## src/sv/arc_rp_pkg.sv

```systemverilog
// ----------------------------------------------------------------------------
// arc_rp_pkg
// shared constants, codes and helpers of the byte-weighted arc policy block
// ----------------------------------------------------------------------------
package arc_rp_pkg;

    // parameter defaults
    localparam int ENTRIES_DEF   = 256;
    localparam int KEY_BITS_DEF  = 32;
    localparam int FRAC_BITS_DEF = 8;

    // fixed field widths
    localparam int SIZE_W = 24;
    localparam int CHG_W  = 25;
    localparam int LB_W   = 33;
    localparam int CNT_W  = 9;
    localparam int OC_W   = 3;
    localparam int LID_W  = 3;

    localparam logic [31:0] CAP_RESET = 32'd65536;

    // configuration register indexes
    localparam logic REG_CAPACITY = 1'b0;
    localparam logic REG_METADATA = 1'b1;

    // outcome codes
    localparam logic [OC_W-1:0] OC_MISS      = 3'd0;
    localparam logic [OC_W-1:0] OC_T1_HIT    = 3'd1;
    localparam logic [OC_W-1:0] OC_T2_HIT    = 3'd2;
    localparam logic [OC_W-1:0] OC_B1_GHOST  = 3'd3;
    localparam logic [OC_W-1:0] OC_B2_GHOST  = 3'd4;
    localparam logic [OC_W-1:0] OC_TOO_LARGE = 3'd5;
    localparam logic [OC_W-1:0] OC_FULL      = 3'd6;

    // list ids
    localparam logic [LID_W-1:0] ID_T1 = 3'd1;
    localparam logic [LID_W-1:0] ID_T2 = 3'd2;
    localparam logic [LID_W-1:0] ID_B1 = 3'd3;
    localparam logic [LID_W-1:0] ID_B2 = 3'd4;

    // list id to head/tail slot
    function automatic logic [1:0] lix(input logic [LID_W-1:0] id);
        logic [LID_W-1:0] t;
        t = id - 3'd1;
        return t[1:0];
    endfunction

    function automatic logic [LB_W-1:0] sub_sat(input logic [LB_W-1:0] a,
                                               input logic [LB_W-1:0] b);
        return (a >= b) ? (a - b) : '0;
    endfunction

endpackage

```

## src/sv/arc_rp_div.sv

```systemverilog
// ----------------------------------------------------------------------------
// arc_rp_div
// restoring divider, one quotient bit per cycle, for the target step ratio
// ----------------------------------------------------------------------------
module arc_rp_div #(
    parameter int FRAC_BITS = arc_rp_pkg::FRAC_BITS_DEF
) (
    input  logic                                  i_clk,
    input  logic                                  i_rst_n,
    input  logic                                  i_start,
    input  logic [arc_rp_pkg::LB_W+FRAC_BITS-1:0] i_num,
    input  logic [arc_rp_pkg::LB_W-1:0]           i_den,
    output logic                                  o_done,
    output logic [arc_rp_pkg::LB_W+FRAC_BITS-1:0] o_quot
);
    localparam int NUM_W = arc_rp_pkg::LB_W + FRAC_BITS;
    localparam int CW    = $clog2(NUM_W + 1);
    localparam int LB_W  = arc_rp_pkg::LB_W;

    logic             r_busy;
    logic [CW-1:0]    r_cnt;
    logic [NUM_W-1:0] r_num;
    logic [NUM_W-1:0] r_q;
    logic [LB_W-1:0]  r_rem;
    logic [LB_W-1:0]  r_den;
    logic             r_done;
    logic [LB_W:0]    rem_sh;
    logic             ge;

    assign rem_sh = {r_rem, r_num[NUM_W-1]};
    assign ge     = rem_sh >= {1'b0, r_den};

    always_ff @(posedge i_clk) begin
        if (!i_rst_n) begin
            r_busy <= 1'b0;
            r_done <= 1'b0;
            r_cnt  <= '0;
        end else begin
            r_done <= 1'b0;
            if (i_start) begin
                r_busy <= 1'b1;
                r_cnt  <= '0;
            end else if (r_busy) begin
                r_cnt <= r_cnt + 1'b1;
                if (r_cnt == CW'(NUM_W - 1)) begin
                    r_busy <= 1'b0;
                    r_done <= 1'b1;
                end
            end
        end
    end

    always_ff @(posedge i_clk) begin
        if (i_start) begin
            r_num <= i_num;
            r_den <= i_den;
            r_rem <= '0;
            r_q   <= '0;
        end else if (r_busy) begin
            r_num <= r_num << 1;
            r_q   <= {r_q[NUM_W-2:0], ge};
            r_rem <= ge ? LB_W'(rem_sh - {1'b0, r_den}) : rem_sh[LB_W-1:0];
        end
    end

    assign o_done = r_done;
    assign o_quot = r_q;

endmodule

```

## config.mk

```make
export PLATFORM = sky130hd
export DESIGN_NAME = arc_rp_div
export DESIGN_NICKNAME = d
export VERILOG_FILES = /design/src/sv/arc_rp_pkg.sv /design/src/sv/arc_rp_div.sv
export SDC_FILE = /design/constraint.sdc
export NUM_CORES = 1
export LEC_CHECK = 0
export BUFFER_PORTS_ARGS = -buffer_cell sky130_fd_sc_hd__buf_4
export CAP_MARGIN = 20
export CORE_ASPECT_RATIO = 0.5
export CORE_MARGIN = 10
export CORE_UTILIZATION = 35
export CTS_BUF_LIST = sky130_fd_sc_hd__clkbuf_4 sky130_fd_sc_hd__clkbuf_8
export DETAILED_ROUTE_END_ITERATION = 8
export SYNTH_ARGS = -nofsm -noshare
export SYNTH_HDL_FRONTEND = slang
export SYNTH_SLANG_ARGS = --single-unit
export TNS_END_PERCENT = 10
```

## constraint.sdc

```tcl
create_clock -name i_clk -period 5.2 [get_ports i_clk]
set_input_delay 1.04 -clock i_clk [delete_from_list [all_inputs] [get_ports i_clk]]
set_output_delay 1.04 -clock i_clk [all_outputs]
set_load 0.01 [all_outputs]
```

==> reports/qor.txt <==
Slowest Stage Delay on Critical Path - 0.40 ns
Slew Limit Headroom - 0.473
Initial antenna violation count - 0
Port bufs - 118
Sequential cell area - 3870 um2
Fmax - 0.322 GHz
Starting density of the core - 0.359
Met3 Use GR - 0.0323
Final hold vios - 0
Setup Buffers After CTS - 0
#FFs+latches synth - 156
Die H - 126 um
Final #Nets - 964
Setup crit start kind - flop
Antenna cells - 0
Pins over their slew limit - 0
Final setup margin - 2.09 ns
GRT met1 Usage - 0.154
Worst Setup End Kind - flop
Sequential share of the synthesized area - 0.490
Worst-Margin Slew - 0.790 ns
Sink Count - 156
Vias/cell - 4.94
Horiz. Die Dim - 232 um
WL final - 18300 um
CTS tree - yes
Commonest non-fill, non-tap cell in the layout - buf_4
GRT met2 Usage - 0.211
Post-route insts no fill - 1164
Vias - 5748
Fillcell total - 2128
Synth-to-layout area growth - 20.0%
Critical-path maximum fanout - 43
Via count of the first global-routing pass - 5681
Post-route setup TNS - 0 ns
Pre-CTS WS - 2.15 ns
Cells after DPL - 1132
GRT busiest layer - met2
Max-Cap Viols - 0
Root buffer cell - clkbuf_8
Data arrival, critical path - 3.48 ns
Fin crit share - 0.597
DR pass1 iterations - 8
VDD IR max - 0.163 mV
Synthesized cell area - 7880 um2
WS Path Type - reg2reg
Yosys warning total - 0
Worst-case clock buffer depth - 2
EDFF count, synth - 74
Die ar. - 29300 um2
First-pass GRT wire length - 29900 um
Antenna-violating nets left - 0
Worst skew pair latency - 0.47 ns
Min Tclk post-route - 3.11 ns
Run status - complete, no violations
HP Class - reg2reg
Async SR Flop Fraction - 0
Static Leak - 0.00391 uW
Post-CTS Hold Buffers - 0
CP required - 5.57 ns
Core Area - 21900 um2
Post-route DRC - 0
CTS buffer count - 17
Cell Chain, Critical Path - inv_1 -> ha_1 -> inv_1 -> fa_1 -> a21oi_1 -> o211ai_1 -> o211ai_1 -> nand3_2 -> a31oi_2 -> o31ai_4 -> buf_4 -> nand2_1 -> o21ai_1 -> a211oi_1
Layout cells sized above 1 - 0.240
Top FF cell, synth - dfxtp_1
Htree depth - 4
Largest net degree at the start of global routing - 68
Overflow after GRT - 0
Most frequent cells in the layout - buf_4, nor2_1, dfxtp_1
Avg Synthesized Cell Area - 10.5 um2
Cell area power density - 341 nW/um2
DR WL/cell - 15.7 um
Iter 0 DRT Violations - 257
Syn_nets - 862
CTS clk-pin slew, worst paths - 0.09 ns
Fin util - 0.431
Num ports - 119
Detailed Place HPWL - 13200 um
Gr usage total - 0.125
Rows - 38
Hold_ws - 0.500 ns
Final setup fails - 0
CP max stage cell - fa_1
Mapped Cells - 749
GPL Wtd Cong - 0.874
Skew final - 0.0104 ns
Area of the multi-input gates - 3640 um2
Distinct cells, synth - 62
CTS resizes - 0
RSZ-0062 raised after global routing - no
cells by family after synthesis:
group | count (synthesis) | synth area share
simple gates | 190 | 0.109
flops | 156 | 0.490
compound gates | 141 | 0.121
mux | 103 | 0.137
buf+inv | 90 | 0.0478
fa+ha+maj | 36 | 0.0581
xor+xnor | 33 | 0.0367
layer usage:
metal	up-vias	share of wire
met5	-	0
met4	0	0.013
met3	21	0.038
met2	99	0.49
met1	2750	0.45
li1	2878	-
cell usage after synthesis (all sizes together), types with 10 or more instances:
| library cell | n | share of area |
|---|---|---|
| a211oi | 27 | 0.026 |
| clkbuf | 20 | 0.0095 |
| o21ai | 28 | 0.018 |
| a21oi | 34 | 0.023 |
| dfxtp | 82 | 0.21 |
| nor3 | 12 | 0.0089 |
| xor2 | 13 | 0.014 |
| a21o | 10 | 0.0095 |
| edfxtp | 74 | 0.28 |
| buf | 20 | 0.014 |
| nand3 | 15 | 0.010 |
| inv | 49 | 0.023 |
| nand2 | 36 | 0.017 |
| mux2i | 63 | 0.080 |
| mux2 | 40 | 0.057 |
| ha | 35 | 0.056 |
| nor2 | 96 | 0.046 |
| xnor2 | 20 | 0.022 |
power by group:
group / switching [uW] / leakage [uW] / internal, uW
clock network: 481 / 0.000235 / 569
registers: 55.5 / 0.00140 / 1380
logic: 402 / 0.00228 / 329
total: 939 / 0.00391 / 2280
per-stage QoR:
step,area [um2],power [uW]
final,9450,3220
after global routing,9450,3410
after CTS,9450,3260
after detailed placement,8990,2200
after global placement,8990,2190
after floorplan,7880,2030
flip-flops by register name, summed over array words and instances, names as in the netlist:
name and flops:
r_cnt 6, o_done 1, r_den 33, r_busy 1
r_num 41, o_quot 41, r_rem 33
final cells by class:
| type | instances | area share |
|---|---|---|
| clock buffers | 21 | 0.0293 |
| clock inverters | 11 | 0.0193 |
| inverters | 50 | 0.0199 |
| multi-input cells | 503 | 0.385 |
| flip-flops and latches | 156 | 0.409 |
| well taps | 300 | 0.0397 |
| repair buffers | 123 | 0.0977 |
worst paths after layout:
| kind | slack [ns] | depth (start not counted) | startpoint | end |
|---|---|---|---|---|
| max | 2.09 | 14 | r_num[40] | r_rem[18] |
| min | 0.50 | 2 | r_cnt[5] | r_cnt[5] |
| max reg2reg | 2.09 | 14 | r_num[40] | r_rem[18] |
| min reg2reg | 0.50 | 2 | r_cnt[5] | r_cnt[5] |
critical path, delay by kind of cell (launching register included):
kind / cells / cell delay [ns]
AOI/OAI and AO/OA: 7 / 1.29
adders and majority gates: 2 / 0.56
buffers and inverters: 3 / 0.46
DFF: 1 / 0.37
and+or+nand+nor: 2 / 0.29
Note: power is estimated with default switching activity, not from simulation.
